[src/hw/rtl/relo_pkg.sv]
`timescale 1ns / 1ps
`default_nettype none
// ----------------------------------------------------------------------------
// relo_pkg: shared definitions for the ring entry offset locator
// Sizes, pointer types and small helpers used by the locator and its RAM.
// ----------------------------------------------------------------------------
package relo_pkg;

    // Number of entries held in the ring.
    localparam int Depth = 10;

    // Field widths of one stored entry.
    localparam int AddrW = 32;
    localparam int SizeW = 16;
    localparam int OffsW = 20;
    localparam int SlotW = AddrW + SizeW;

    // Pointer, entry count and running sum widths.
    localparam int PtrW = (Depth > 1) ? $clog2(Depth) : 1;
    localparam int CntW = $clog2(Depth + 1);
    localparam int SumW = $clog2(Depth) + 21;

    // Stream payload widths, padded to whole bytes.
    localparam int InDataW  = 72;
    localparam int OutDataW = 64;

    // Request kinds carried on the input tuser bit.
    localparam logic ReqAdd  = 1'b0;
    localparam logic ReqFind = 1'b1;

    typedef logic [PtrW-1:0] ptr_t;
    typedef logic [CntW-1:0] cnt_t;
    typedef logic [SumW-1:0] sum_t;

    // Advance a ring pointer, wrapping at the last entry.
    function automatic ptr_t ring_next(input ptr_t p);
        ptr_t r;
        if (p == ptr_t'(Depth - 1)) begin
            r = '0;
        end else begin
            r = p + ptr_t'(1);
        end
        return r;
    endfunction

endpackage
`default_nettype wire

[src/hw/rtl/ring_entry_offset_locator_unit.sv]
`timescale 1ns / 1ps
`default_nettype none
// ----------------------------------------------------------------------------
// ring_entry_offset_locator_unit: overwriting ring of buffers with offset lookup
// Keeps a ring of (address, size) entries and maps a character offset in the
// concatenation of the stored entries to the entry and the byte within it.
// ----------------------------------------------------------------------------
// The block takes one request at a time. An add beat writes the entry at the
// write pointer (overwriting the oldest entry when the ring is full) and yields
// a zero result. A find beat walks the stored entries oldest first, one entry
// per cycle through the registered read port of the entry RAM, visiting at most
// Depth entries. The next request is accepted as soon as the result has been
// moved to the output register; a result left waiting on m_tready does not hold
// off the next request, but it does hold off the result of that request. No
// clearing pass is needed after reset.
// ----------------------------------------------------------------------------
module ring_entry_offset_locator_unit (
    input  wire logic                              aclk,
    input  wire logic                              aresetn,
    // Request channel.
    input  wire logic                              s_tvalid,
    output logic                                   s_tready,
    // s_tdata: entry_addr [31:0], entry_size [47:32], search_pos [67:48], zero pad
    input  wire logic [relo_pkg::InDataW-1:0]      s_tdata,
    // s_tuser: req_type [0]
    input  wire logic                              s_tuser,
    // Result channel.
    output logic                                   m_tvalid,
    input  wire logic                              m_tready,
    // m_tdata: found_addr [31:0], found_size [47:32], byte_offset [63:48]
    output logic      [relo_pkg::OutDataW-1:0]     m_tdata,
    // m_tuser: hit [0]
    output logic                                   m_tuser
);

    typedef enum logic [2:0] {
        S_IDLE = 3'b001,
        S_WALK = 3'b010,
        S_SEND = 3'b100
    } state_t;

    state_t state_reg, state_next;

    relo_pkg::ptr_t wp_reg, wp_next;
    relo_pkg::ptr_t rp_reg, rp_next;
    logic           full_reg, full_next;

    relo_pkg::ptr_t idx_reg, idx_next;
    relo_pkg::cnt_t k_reg, k_next;
    relo_pkg::cnt_t count_reg, count_next;
    relo_pkg::sum_t base_reg, base_next;
    logic [relo_pkg::OffsW-1:0] target_reg, target_next;

    logic                         res_hit_reg, res_hit_next;
    logic [relo_pkg::AddrW-1:0]   res_addr_reg, res_addr_next;
    logic [relo_pkg::SizeW-1:0]   res_size_reg, res_size_next;
    logic [relo_pkg::SizeW-1:0]   res_offs_reg, res_offs_next;

    logic                          m_tvalid_reg, m_tvalid_next;
    logic [relo_pkg::OutDataW-1:0] m_tdata_reg, m_tdata_next;
    logic                          m_tuser_reg, m_tuser_next;

    // Request fields.
    logic [relo_pkg::AddrW-1:0] in_addr;
    logic [relo_pkg::SizeW-1:0] in_size;
    logic [relo_pkg::OffsW-1:0] in_offs;
    logic                       in_accept;

    assign in_addr   = s_tdata[relo_pkg::AddrW-1:0];
    assign in_size   = s_tdata[relo_pkg::AddrW +: relo_pkg::SizeW];
    assign in_offs   = s_tdata[relo_pkg::SlotW +: relo_pkg::OffsW];
    assign s_tready  = (state_reg == S_IDLE);
    assign in_accept = s_tvalid && s_tready;

    // Entry RAM: size in the upper bits, address in the lower bits.
    logic                        ram_we;
    relo_pkg::ptr_t              ram_raddr;
    logic [relo_pkg::SlotW-1:0]  ram_wdata;
    logic [relo_pkg::SlotW-1:0]  ram_rdata;

    assign ram_we    = in_accept && (s_tuser == relo_pkg::ReqAdd);
    assign ram_wdata = {in_size, in_addr};
    // The oldest entry is read while idle; during the walk the next entry is read.
    assign ram_raddr = (state_reg == S_WALK) ? relo_pkg::ring_next(idx_reg) : rp_reg;

    relo_ram #(
        .Width (relo_pkg::SlotW),
        .Depth (relo_pkg::Depth)
    ) u_slots (
        .clk   (aclk),
        .we    (ram_we),
        .waddr (wp_reg),
        .wdata (ram_wdata),
        .raddr (ram_raddr),
        .rdata (ram_rdata)
    );

    // Number of stored entries.
    logic [relo_pkg::PtrW:0] span;
    relo_pkg::cnt_t          stored;

    always_comb begin
        if (wp_reg >= rp_reg) begin
            span = {1'b0, wp_reg} - {1'b0, rp_reg};
        end else begin
            span = {1'b0, wp_reg} + (relo_pkg::PtrW + 1)'(relo_pkg::Depth)
                   - {1'b0, rp_reg};
        end
        stored = full_reg ? relo_pkg::cnt_t'(relo_pkg::Depth)
                          : relo_pkg::cnt_t'(span);
    end

    // Walk step: does the entry just read hold the target?
    logic [relo_pkg::SizeW-1:0] cur_size;
    logic [relo_pkg::AddrW-1:0] cur_addr;
    relo_pkg::sum_t             target_ext;
    relo_pkg::sum_t             end_sum;
    relo_pkg::sum_t             rel_offs;
    logic                       cur_hit;

    assign cur_addr   = ram_rdata[relo_pkg::AddrW-1:0];
    assign cur_size   = ram_rdata[relo_pkg::AddrW +: relo_pkg::SizeW];
    assign target_ext = relo_pkg::sum_t'(target_reg);
    assign end_sum    = base_reg + relo_pkg::sum_t'(cur_size);
    assign cur_hit    = (target_ext < end_sum);
    assign rel_offs   = target_ext - base_reg;

    // Sequencer and ring pointer update.
    always_comb begin
        state_next    = state_reg;
        wp_next       = wp_reg;
        rp_next       = rp_reg;
        full_next     = full_reg;
        idx_next      = idx_reg;
        k_next        = k_reg;
        count_next    = count_reg;
        base_next     = base_reg;
        target_next   = target_reg;
        res_hit_next  = res_hit_reg;
        res_addr_next = res_addr_reg;
        res_size_next = res_size_reg;
        res_offs_next = res_offs_reg;
        m_tvalid_next = m_tvalid_reg && !m_tready;
        m_tdata_next  = m_tdata_reg;
        m_tuser_next  = m_tuser_reg;

        unique case (state_reg)
            S_IDLE: begin
                if (in_accept) begin
                    res_hit_next  = 1'b0;
                    res_addr_next = '0;
                    res_size_next = '0;
                    res_offs_next = '0;
                    if (s_tuser == relo_pkg::ReqAdd) begin
                        wp_next = relo_pkg::ring_next(wp_reg);
                        if (full_reg) begin
                            rp_next = relo_pkg::ring_next(rp_reg);
                        end
                        if (relo_pkg::ring_next(wp_reg) ==
                            (full_reg ? relo_pkg::ring_next(rp_reg) : rp_reg)) begin
                            full_next = 1'b1;
                        end
                        state_next = S_SEND;
                    end else begin
                        target_next = in_offs;
                        count_next  = stored;
                        idx_next    = rp_reg;
                        k_next      = '0;
                        base_next   = '0;
                        state_next  = (stored == '0) ? S_SEND : S_WALK;
                    end
                end
            end
            S_WALK: begin
                if (cur_hit) begin
                    res_hit_next  = 1'b1;
                    res_addr_next = cur_addr;
                    res_size_next = cur_size;
                    res_offs_next = rel_offs[relo_pkg::SizeW-1:0];
                    state_next    = S_SEND;
                end else if (k_reg == count_reg - relo_pkg::cnt_t'(1)) begin
                    state_next = S_SEND;
                end else begin
                    base_next = end_sum;
                    k_next    = k_reg + relo_pkg::cnt_t'(1);
                    idx_next  = relo_pkg::ring_next(idx_reg);
                end
            end
            S_SEND: begin
                if (!m_tvalid_reg || m_tready) begin
                    m_tvalid_next = 1'b1;
                    m_tuser_next  = res_hit_reg;
                    m_tdata_next  = {res_offs_reg, res_size_reg, res_addr_reg};
                    state_next    = S_IDLE;
                end
            end
            default: begin
                state_next = S_IDLE;
            end
        endcase
    end

    // Control registers.
    always_ff @(posedge aclk) begin
        if (!aresetn) begin
            state_reg    <= S_IDLE;
            wp_reg       <= '0;
            rp_reg       <= '0;
            full_reg     <= 1'b0;
            m_tvalid_reg <= 1'b0;
        end else begin
            state_reg    <= state_next;
            wp_reg       <= wp_next;
            rp_reg       <= rp_next;
            full_reg     <= full_next;
            m_tvalid_reg <= m_tvalid_next;
        end
    end

    // Walk and result payload registers.
    always_ff @(posedge aclk) begin
        idx_reg      <= idx_next;
        k_reg        <= k_next;
        count_reg    <= count_next;
        base_reg     <= base_next;
        target_reg   <= target_next;
        res_hit_reg  <= res_hit_next;
        res_addr_reg <= res_addr_next;
        res_size_reg <= res_size_next;
        res_offs_reg <= res_offs_next;
        m_tdata_reg  <= m_tdata_next;
        m_tuser_reg  <= m_tuser_next;
    end

    assign m_tvalid = m_tvalid_reg;
    assign m_tdata  = m_tdata_reg;
    assign m_tuser  = m_tuser_reg;

`ifndef SYNTHESIS
    // A full ring has its pointers together.
    a_full_ptrs: assert property (@(posedge aclk) disable iff (!aresetn)
        full_reg |-> (wp_reg == rp_reg))
        else $error("ring full with pointers apart");

    // Pointers stay within the ring.
    a_ptr_range: assert property (@(posedge aclk) disable iff (!aresetn)
        (wp_reg < relo_pkg::ptr_t'(relo_pkg::Depth - 1)
         || wp_reg == relo_pkg::ptr_t'(relo_pkg::Depth - 1))
        && (rp_reg < relo_pkg::ptr_t'(relo_pkg::Depth - 1)
         || rp_reg == relo_pkg::ptr_t'(relo_pkg::Depth - 1)))
        else $error("ring pointer out of range");

    // The walk never visits more entries than are stored.
    a_walk_bound: assert property (@(posedge aclk) disable iff (!aresetn)
        (state_reg == S_WALK) |-> (k_reg < count_reg))
        else $error("walk passed the stored entries");

    // A new result is loaded only from the send state.
    a_load_src: assert property (@(posedge aclk) disable iff (!aresetn)
        $rose(m_tvalid_reg) |-> $past(state_reg == S_SEND))
        else $error("result loaded outside the send state");

    // A result without hit carries zero fields.
    a_miss_zero: assert property (@(posedge aclk) disable iff (!aresetn)
        (m_tvalid_reg && !m_tuser_reg) |-> (m_tdata_reg == '0))
        else $error("miss result with non-zero fields");
`endif

endmodule
`default_nettype wire

[src/hw/rtl/relo_ram.sv]
`timescale 1ns / 1ps
`default_nettype none
// ----------------------------------------------------------------------------
// relo_ram: generic simple dual-port RAM
// One write port and one read port; the read data is registered.
// ----------------------------------------------------------------------------
module relo_ram #(
    parameter int Width = 8,
    parameter int Depth = 16
) (
    input  wire logic                                   clk,
    input  wire logic                                   we,
    input  wire logic [((Depth > 1) ? $clog2(Depth) : 1)-1:0] waddr,
    input  wire logic [Width-1:0]                       wdata,
    input  wire logic [((Depth > 1) ? $clog2(Depth) : 1)-1:0] raddr,
    output logic      [Width-1:0]                       rdata
);

    logic [Width-1:0] mem [Depth];
    logic [Width-1:0] rdata_reg;

    // Write port and registered read port.
    always_ff @(posedge clk) begin
        if (we) begin
            mem[waddr] <= wdata;
        end
        rdata_reg <= mem[raddr];
    end

    assign rdata = rdata_reg;

endmodule
`default_nettype wire

[config.mk]
export PLATFORM = sky130hd
export DESIGN_NAME = ring_entry_offset_locator_unit
export DESIGN_NICKNAME = d
export VERILOG_FILES = /design/src/hw/rtl/relo_pkg.sv /design/src/hw/rtl/ring_entry_offset_locator_unit.sv /design/src/hw/rtl/relo_ram.sv
export SDC_FILE = /design/constraint.sdc
export NUM_CORES = 1
export LEC_CHECK = 0
export BUFFER_PORTS_ARGS = -buffer_cell sky130_fd_sc_hd__buf_2
export CORE_ASPECT_RATIO = 1.4
export CORE_UTILIZATION = 50
export CTS_BUF_LIST = sky130_fd_sc_hd__clkbuf_4 sky130_fd_sc_hd__clkbuf_8
export DETAILED_ROUTE_END_ITERATION = 7
export PLACE_DENSITY_LB_ADDON = 0.2
export SYNTH_ARGS = -nofsm -noshare
export SYNTH_HDL_FRONTEND = slang
export SYNTH_SLANG_ARGS = --single-unit
[constraint.sdc]
create_clock -name aclk -period 14.26 [get_ports aclk]
set_clock_uncertainty 0.2 [all_clocks]
set_input_delay 2.139 -clock aclk [delete_from_list [all_inputs] [get_ports aclk]]
set_output_delay 2.139 -clock aclk [all_outputs]
set_load 0.01 [all_outputs]
# Word-level counts from Yosys, hierarchy flattened
# Memories as Yosys holds them, arrays and structs flattened. A register that Yosys moved wholly into a read port is not among the register bits.
# Cells that the tools add are included.
[word_totals] register_bits=200 ram_bits=480 inputBits=77 output_inout_bits=67 elab_cells=111 mem_count=1
[classes] addsub=10 n_lt_le_gt_ge=2 n_eq_ne=15 muxes=50 bitwise=1 reduce_logical=16
[mem_list] name="u_slots.mem" depth=10 width=48 read_ports=1 rd_clocked_by_memory_dff=1 write_ports=1 line="relo_ram.sv:19" rtl="logic [Width-1:0] mem [Depth];"
[op_table] operator="$mux W25" n=4
[op_table] operator="$mux W4" n=21
[op_table] operator="$mux W32" n=2
[op_table] operator="$pmux W16 S2" n=2
[op_table] operator="$pmux W32 S2" n=1
[op_table] operator="$pmux W25 S2" n=1
[op_table] operator="$mux W16" n=3
[op_table] operator="$add A25 B16 Y25" n=1
[op_table] operator="$lt A20 B25 Y1" n=1
[op_table] operator="$mux W3" n=6
[op_table] operator="$add A4 B1 Y4 const B" n=4
[op_table] operator="$pmux W4 S2" n=2
[op_table] operator="$sub A16 B16 Y16" n=1
[op_table] operator="$eq A4 B4 Y1 const B" n=3
[op_table] operator="$reduce_and A3 Y1" n=4
[op_table] operator="$pmux W3 S3" n=1
[op_table] operator="$eq A4 B4 Y1" n=2
[op_table] operator="$ne A2 B2 Y1 const B" n=4
[op_table] operator="$reduce_and A4 Y1" n=2
[op_table] operator="$sub A4 B4 Y4" n=2
[op_table] operator="$mux W1" n=6
[op_table] operator="$reduce_and A5 Y1" n=1
[op_table] operator="$add A4 B4 Y4 const B" n=1
[op_table] operator="$ge A4 B4 Y1" n=1
[op_table] operator="other kinds (14)" n=18

# Longest topological paths before layout
# Gate-level depths: netlist (run 1).
[depth] depth_word=9 depth_mapped=17 mapped_depth_nobuf=17

# By module
# Synthesis (run 1) repeated with hierarchy kept, for this count alone.
[unflattened] hier_cells=1781 hier_area_um2=29254.3
[by_module_without_submodules] module="relo_ram" instances=1 cells_per_inst=1038 area_per_inst_um2=19711.4 seq_area_each_um2=15374.7
[by_module_without_submodules] module="ring_entry_offset_locator_unit" instances=1 cells_per_inst=743 area_per_inst_um2=9542.9 seq_area_each_um2=5875.6

# Worst setup path after synthesis (run 1)
# No wires, ideal clock.
[synth_timing] kind="input port to flip-flop" from="in m_tready" to="reg m_tdata_reg (netlist bit m_tdata[0]), enable pin" setup_time_ps=581 arrival_ps=6982 required_ps=13479 path_slack_ps=6497 stages=2 n_path_buf=0 cell_sequence="nand2b_1 > nor3b_1"
[synth_via] elab_chain_cells=2
[synth_rtl] item="from (decl)" line="ring_entry_offset_locator_unit.sv:29" rtl="input wire logic m_tready,"
[synth_rtl] item="$logic_or A1 B1 Y1" line="ring_entry_offset_locator_unit.sv:190" rtl="if (!m_tvalid_reg || m_tready) begin"
[synth_rtl] item="$reduce_and A2 Y1 (no source line)"
[synth_rtl] item="to (signal assigned)" line="ring_entry_offset_locator_unit.sv:231" rtl="m_tdata_reg <= m_tdata_next;"
[synth_rtl] item="to (decl)" line="ring_entry_offset_locator_unit.sv:60" rtl="logic [relo_pkg::OutDataW-1:0] m_tdata_reg, m_tdata_next;"
# No other way between the ends.
# A chain may end at the register's enable or synchronous reset.

# Final worst setup path (run 1)
[layout_timing] from="reg base_reg[0]" to="reg res_addr_reg[30] (netlist name), enable pin"
[layout_via] elab_chain_cells=4
[layout_rtl] item="from (decl)" line="ring_entry_offset_locator_unit.sv:51" rtl="relo_pkg::sum_t base_reg, base_next;"
[layout_rtl] item="from (signal assigned)" line="ring_entry_offset_locator_unit.sv:225" rtl="base_reg <= base_next;"
[layout_rtl] item="$add A25 B16 Y25" line="ring_entry_offset_locator_unit.sv:124" rtl="assign end_sum = base_reg + relo_pkg::sum_t'(cur_size);"
[layout_rtl] item="$lt A20 B25 Y1" line="ring_entry_offset_locator_unit.sv:125" rtl="assign cur_hit = (target_ext < end_sum);"
[layout_rtl] item="$ne A2 B2 Y1 (no source line)"
[layout_rtl] item="$reduce_and A3 Y1 (no source line)"
[layout_rtl] item="to (signal assigned)" line="ring_entry_offset_locator_unit.sv:228" rtl="res_addr_reg <= res_addr_next;"
[layout_rtl] item="to (decl)" line="ring_entry_offset_locator_unit.sv:55" rtl="logic [relo_pkg::AddrW-1:0] res_addr_reg, res_addr_next;"
# No other way between the ends.

==> results of run 1 <==
stage by stage:
step,instances,setup slack (ns),area [um2]
final,2716,8.67,32600
after global routing,2714,8.32,32600
after CTS,2710,8.50,32600
after detailed placement,2508,8.51,30300
after global placement,2508,8.63,30300
after floorplan,1686,6.50,28700
placed cells by master (no fill, tap or decap), types with 31 or more instances in the layout:
cell      count
and2_1       54
inv_1        42
xnor2_1      35
a211oi_1     56
mux4_2       96
a31oi_1      53
and3_1       54
ha_1         58
edfxtp_1    667
dfxtp_1      60
nand2_1     130
clkbuf_4     34
clkbuf_8    123
a21oi_1      31
nor2_1       61
buf_2       139
layout make-up:
class                   instances  area, um2
diodes                          6       15.0
clock buffers                 157       1950
clock inverters                45        333
fillers                      4373      24000
inverters                      45        169
multi-input cells             837       7060
flip-flops and latches        728      21300
well taps                     735        920
repair buffers                163        876
layer usage:
metal / wire, um / share of wire / GRT usage
met1: 24200 / 0.40 / 0.259
met2: 31200 / 0.52 / 0.368
met3: 3000 / 0.050 / 0.0367
met4: 1490 / 0.025 / 0.0840
met5: 73 / 0.0012 / 0
kinds of logic after synthesis:
kind of cell | synth area share
and+or+nand+nor | 0.0695
buffers and inverters | 0.0178
AOI/OAI and AO/OA | 0.0530
DFF | 0.741
muxes | 0.0760
xor gates and xnor gates | 0.0143
adders and majority gates | 0.0288
worst reg2reg max path: stages (launching register included):
cell       delay, ns
edfxtp_1        0.40
ha_1            0.26
fa_1            0.42
a21oi_2         0.20
o2111ai_2       0.25
a31oi_1         0.43
a21oi_2         0.19
nand3_1         0.14
xor2_1          0.23
ha_1            0.28
a2111oi_0       0.60
o211ai_1        0.17
o211ai_1        0.35
o31a_4          0.46
buf_4           0.60
worst paths after layout:
check | from | endpoint | slack (ns) | depth (start not counted)
min reg2reg | res_addr_reg[3] | m_tdata[3] | 0.21 | 0
min | res_addr_reg[3] | m_tdata[3] | 0.21 | 0
max | base_reg[0] | res_addr_reg[30] | 8.67 | 14
max reg2reg | base_reg[0] | res_addr_reg[30] | 8.67 | 14
report_power, final:
part           internal, W  total, W  leakage [nW]  switching, W
combinational     0.000163  0.000441          3.65      0.000278
sequential         0.00245   0.00250          6.61     0.0000418
clock             0.000940   0.00173          1.21      0.000789
==> results by group, run 1 <==
Min path
  • Hold WC Path Type: register to register

Drt
  • Initial DRC count: 892
  • Wire length per cell: 22.1 um
  • Final ANT Viol Nets: 0
  • Drt pass-1 iters: 5
  • Drt drc: 0
  • Via density: 5.62
  • Routed wire length: 60000 um
  • Vias post-DR: 15300

Clocking
  • Num CTS Buffers: 107
  • Post-cts resize count: 0
  • Clk pin slew, worst setup/hold paths: 0.06 ns
  • Cts-stage hold buffer count: 0
  • CTS tree: yes
  • Post-CTS Setup Bufs: 0
  • Root Driver: clkbuf_8
  • H-tree Lvls: 3
  • CTS sink cnt: 728
  • Worst-Skew Late Latency: 0.70 ns
  • Max clock buf depth: 3

Floorplanning
  • Die area: 58400 um2
  • Die Y: 285 um
  • Area of the core: 56600 um2
  • Initial Utilization: 0.507
  • Cell row count: 103
  • Horiz. Die Dim: 204 um
  • Io pins: 144

Finish
  • Final Util: 0.576
  • Area grow syn2layout: 13.5%
  • Nets: 2022
  • Max reg flops: 480
  • Share of cells above drive strength 1: 0.242

Place
  • Post-DP HPWL: 32400 um
  • IO buf count: 139
  • Gpl congestion: 0.806

Critical path
  • CP Capture Type: register
  • CP Launch Type: register
  • CP Class: register to register
  • CP cell instances: ha_1 -> fa_1 -> a21oi_2 -> o2111ai_2 -> a31oi_1 -> a21oi_2 -> nand3_1 -> xor2_1 -> ha_1 -> a2111oi_0 -> o211ai_1 -> o211ai_1 -> o31a_4 -> buf_4
  • Crit path max-delay family: compound AO/OA/AOI/OAI gates
  • Critical Path AT: 5.71 ns
  • Worst path slowest cell: a2111oi_0
  • Bufs and invs on worst path: 1
  • Worst Path Required: 14.38 ns
  • CP peak stage delay: 0.60 ns
  • Crit-path max FO: 44

Timing
  • Final hold vios: 0
  • FMAX: 179 MHz
  • RSZ-0062 raised after global routing: no
  • Tcrit/Tclk final: 0.392
  • WHS: 0.207 ns
  • Fin Setup TNS: 0 ns
  • Worst slew pin tran: 1.19 ns
  • Slew headroom: 0.207
  • Crit path time final: 5.59 ns
  • Slew Limit Fails: 0
  • Final setup vio count: 0

Synthesis
  • Number of distinct library cells after synthesis: 58
  • Yosys warning total: 0
  • Most common cell in the netlist: edfxtp_1
  • Number of synthesized flops with an enable pin: 667
  • Synth cell count leaders: edfxtp_1 (667), nand2_1 (130), mux4_2 (96), nor2_1 (68), dfxtp_1 (61)
  • Top cells by area, synth: edfxtp_1 (70%), mux4_2 (7.5%), dfxtp_1 (4.3%)
  • Main synth FF type: edfxtp_1
  • Post-synthesis sequential area ratio: 0.741
  • Avg Synthesized Cell Area: 17.0 um2
  • Ys async rst share: 0
  • Seq cells post-synth: 728
  • Syn Nets: 1826
  • Mapped Area: 28700 um2
  • Post-synth top area cell: edfxtp_1
  • Share of the synthesized area in the top cell type: 0.698
  • Post-Synthesis Cells: 1686

GRT
  • Largest net degree at the start of global routing: 69
  • Vias in the first global route: 16100
  • All-Layer GR Usage: 0.211
  • Initial antenna violation count: 16
  • First-pass GRT wire length: 92200 um
  • Congestion Overflow GR: 0

Status
  • Status: completed

Power
  • PD cells: 143 nW/um2
  • Worst vdd ir: 0.0000864 V
  • Leak: 11.5 nW
  • Pwr Total: 0.00467 W

Run
  • MaxCap Viol Count: 0
No activity file was read; power rests on OpenSTA's default activity.
==> run 2: changes to the inputs <==
Clock period 14.26 ns to 5.2 ns, I/O delays scaled along.
==> results by group, run 2 (synthesis results as in run 1) <==
Critical path
  • R2R Setup Slk: 0.23 ns (-8.45 ns)
  • CP peak stage delay: 0.49 ns (-0.11 ns)
  • Worst Path Required: 5.36 ns (-9.02 ns)
  • CP cell instances: ha_1 -> fa_1 -> a21oi_2 -> o2111ai_2 -> a21oi_1 -> o21bai_1 -> and3_2 -> a211o_1 -> xnor2_1 -> ha_1 -> nand4_1 -> nor2_1 -> nand3_1 -> o211ai_1 -> o211ai_1 -> or4_4 -> a21oi_2 -> buf_12
  • Worst reg2reg path depth: 18 (+4)
  • Worst r2r src: base_reg[0]
  • CP Class: register to register
  • Origin of the worst setup path: base_reg[0]
  • CP Launch Type: register
  • FF-to-FF End: base_reg[2]
  • Worst path slowest cell: or4_4
  • CP Capture Type: register
  • Critical Path AT: 5.14 ns (-0.57 ns)
  • Crit-path max FO: 33 (-25%)

Finish
  • Commonest non-fill, non-tap cells in the layout: edfxtp_1 (667), buf_2 (139), nand2_1 (130)
  • Final Non-Filler Cells: 2735 (+0.70%)
  • Share of cells above drive strength 1: 0.243 (+0.00147)
  • Max reg flops: 480 (unchanged)
  • Post-route design area: 32800 um2 (+0.59%)
  • Most common cell after layout, fill and taps aside: edfxtp_1
  • Nets: 2045 (+1.1%)
  • Area grow syn2layout: 14.2%

Timing
  • Crit path time final: 4.97 ns (-0.615 ns)
  • Setup ws final: 0.227 ns (-8.45 ns)
  • Tcrit/Tclk final: 0.956 (+0.564)
  • Final hold vios: 0 (unchanged)
  • Worst slew pin tran: 0.943 ns (-0.244 ns)
  • Fin Setup TNS: 0 ns (unchanged)
  • FMAX: 201 MHz (+12%)
  • Slew Limit Fails: 0 (unchanged)
  • RSZ-0062 raised after global routing: no
  • Slew headroom: 0.371 (+0.165)
  • WHS: 0.0725 ns (-0.135 ns)
  • Final setup vio count: 0 (unchanged)

GRT
  • First-pass GRT wire length: 92200 um (about the same)
  • Largest net degree at the start of global routing: 98 (+42%)
  • Vias in the first global route: 16000 (-0.63%)
  • Initial antenna violation count: 10 (-6)
  • All-Layer GR Usage: 0.211 (about the same)
  • Congestion Overflow GR: 0 (unchanged)

Run
  • MaxCap Viol Count: 0 (unchanged)

Power
  • Int Power: 0.00960 W (+170%)
  • Sw Share: 0.239 (+0.00125)
  • PD cells: 385 nW/um2 (+170%)
  • Switching Power: 0.00301 W (+170%)
  • Leak: 11.6 nW (+0.73%)
  • Clock group share of total power: 0.359 (-0.011)
  • Comb pwr share: 0.099 (+0.004)
  • Reg power frac: 0.542 (+0.007)
  • Worst vdd ir: 0.000298 V (+250%)

Place
  • Placed cell area: 30500 um2 (+0.78%)
  • IO buf count: 139 (unchanged)
  • Gpl congestion: 0.863 (+7.1%)
  • Placed insts: 2522 (+0.56%)
  • Pre-CTS setup slack: 0.268 ns (-8.24 ns)
  • Post-DP HPWL: 33800 um (+4.2%)

Status
  • Status: completed

Clocking
  • Max clock buf depth: 3 (unchanged)
  • Cts-stage hold buffer count: 9 (+9)
  • H-tree Lvls: 3 (unchanged)
  • Root Driver: clkbuf_8
  • Worst-Skew Late Latency: 0.71 ns (about the same)
  • Post-cts resize count: 0 (unchanged)
  • Clk pin slew, worst setup/hold paths: 0.06 ns (about the same)
  • Post-CTS Setup Bufs: 0 (unchanged)
  • CTS sink cnt: 728 (unchanged)
  • CTS tree: yes
  • Num CTS Buffers: 107 (unchanged)

Drt
  • Vias post-DR: 15400 (+0.63%)
  • Initial DRC count: 1091 (+22%)
  • Routed wire length: 59900 um (about the same)
  • Via density: 5.62 (about the same)
  • Final ANT Viol Nets: 0 (unchanged)
  • Wire length per cell: 21.9 um (-0.79%)
  • DR top layer: met5
  • Met1 wire length: 25100 um (+3.4%)
  • Metal3 WL: 2780 um (-7.4%)
  • Drt pass-1 iters: 5 (unchanged)
  • Met2 routed WL: 30400 um (-2.4%)
  • Drt drc: 0 (unchanged)

Floorplanning
  • Cell row count: 103 (unchanged)
  • Die Y: 285 um (unchanged)
  • Horiz. Die Dim: 204 um (unchanged)
  • Die area: 58400 um2 (unchanged)
  • Initial Utilization: 0.507 (unchanged)
  • Area of the core: 56600 um2 (unchanged)
  • Io pins: 144 (unchanged)

Min path
  • Worst hold start: s_tdata[60]
  • Hold WC Path Type: input pin to register
  • Hold Path Stages: 1 (+1)
  • Hold Path End: target_reg[12]
run 2: metrics by stage:
step / util / total power (W)
after floorplan: - / 0.00775
after global placement: 0.539 / 0.00818
after detailed placement: 0.539 / 0.00822
final: 0.579 / 0.0126
after global routing: 0.579 / 0.0131
after CTS: 0.579 / 0.0128
run 2: area by class of cell:
class	count	area (um2)
antenna	4	10.0
clock buffer	153	1890
clock inverter	47	267
fill	4255	23800
inverter	45	169
multi-input combinational	837	7070
sequential	728	21300
tap	735	920
timing repair buffer	186	1180
run 2: how the worst max path moves through the flow:
stage	depth (start not counted)	slack, ns	endpoint
5_1_grt	17	0.03	base_reg[2]
2_1_floorplan	17	0.07	base_reg[0]
4_1_cts	18	0.24	base_reg[2]
6_report	18	0.23	base_reg[2]
3_3_place_gp	18	0.29	base_reg[1]
3_5_place_dp	18	0.27	base_reg[0]
run 2: worst max-delay path: cells and delay by family, from the launching register on:
family                     cells  cell delay [ns]
DFF                            1             0.40
AOI/OAI and AO/OA              8             1.57
xor gates and xnor gates       1             0.15
adders and majority gates      3             0.99
and+or+nand+nor                5             1.07
buffers and inverters          1             0.23
run 2: power groups by stage:
stage,registers (W),logic [W],clock network [W]
3_3_place_gp,0.00695,0.00122,0
5_1_grt,0.00686,0.00139,0.00488
4_1_cts,0.00684,0.00126,0.00465
3_5_place_dp,0.00697,0.00125,0
6_report,0.00684,0.00125,0.00453
2_1_floorplan,0.00695,0.000805,0
run 2: per-layer routing:
metal / track usage / vias to the layer above
li1: - / 7035
met1: 0.268 / 7803
met2: 0.361 / 393
met3: 0.0351 / 118
met4: 0.0804 / 10
met5: 0 / -
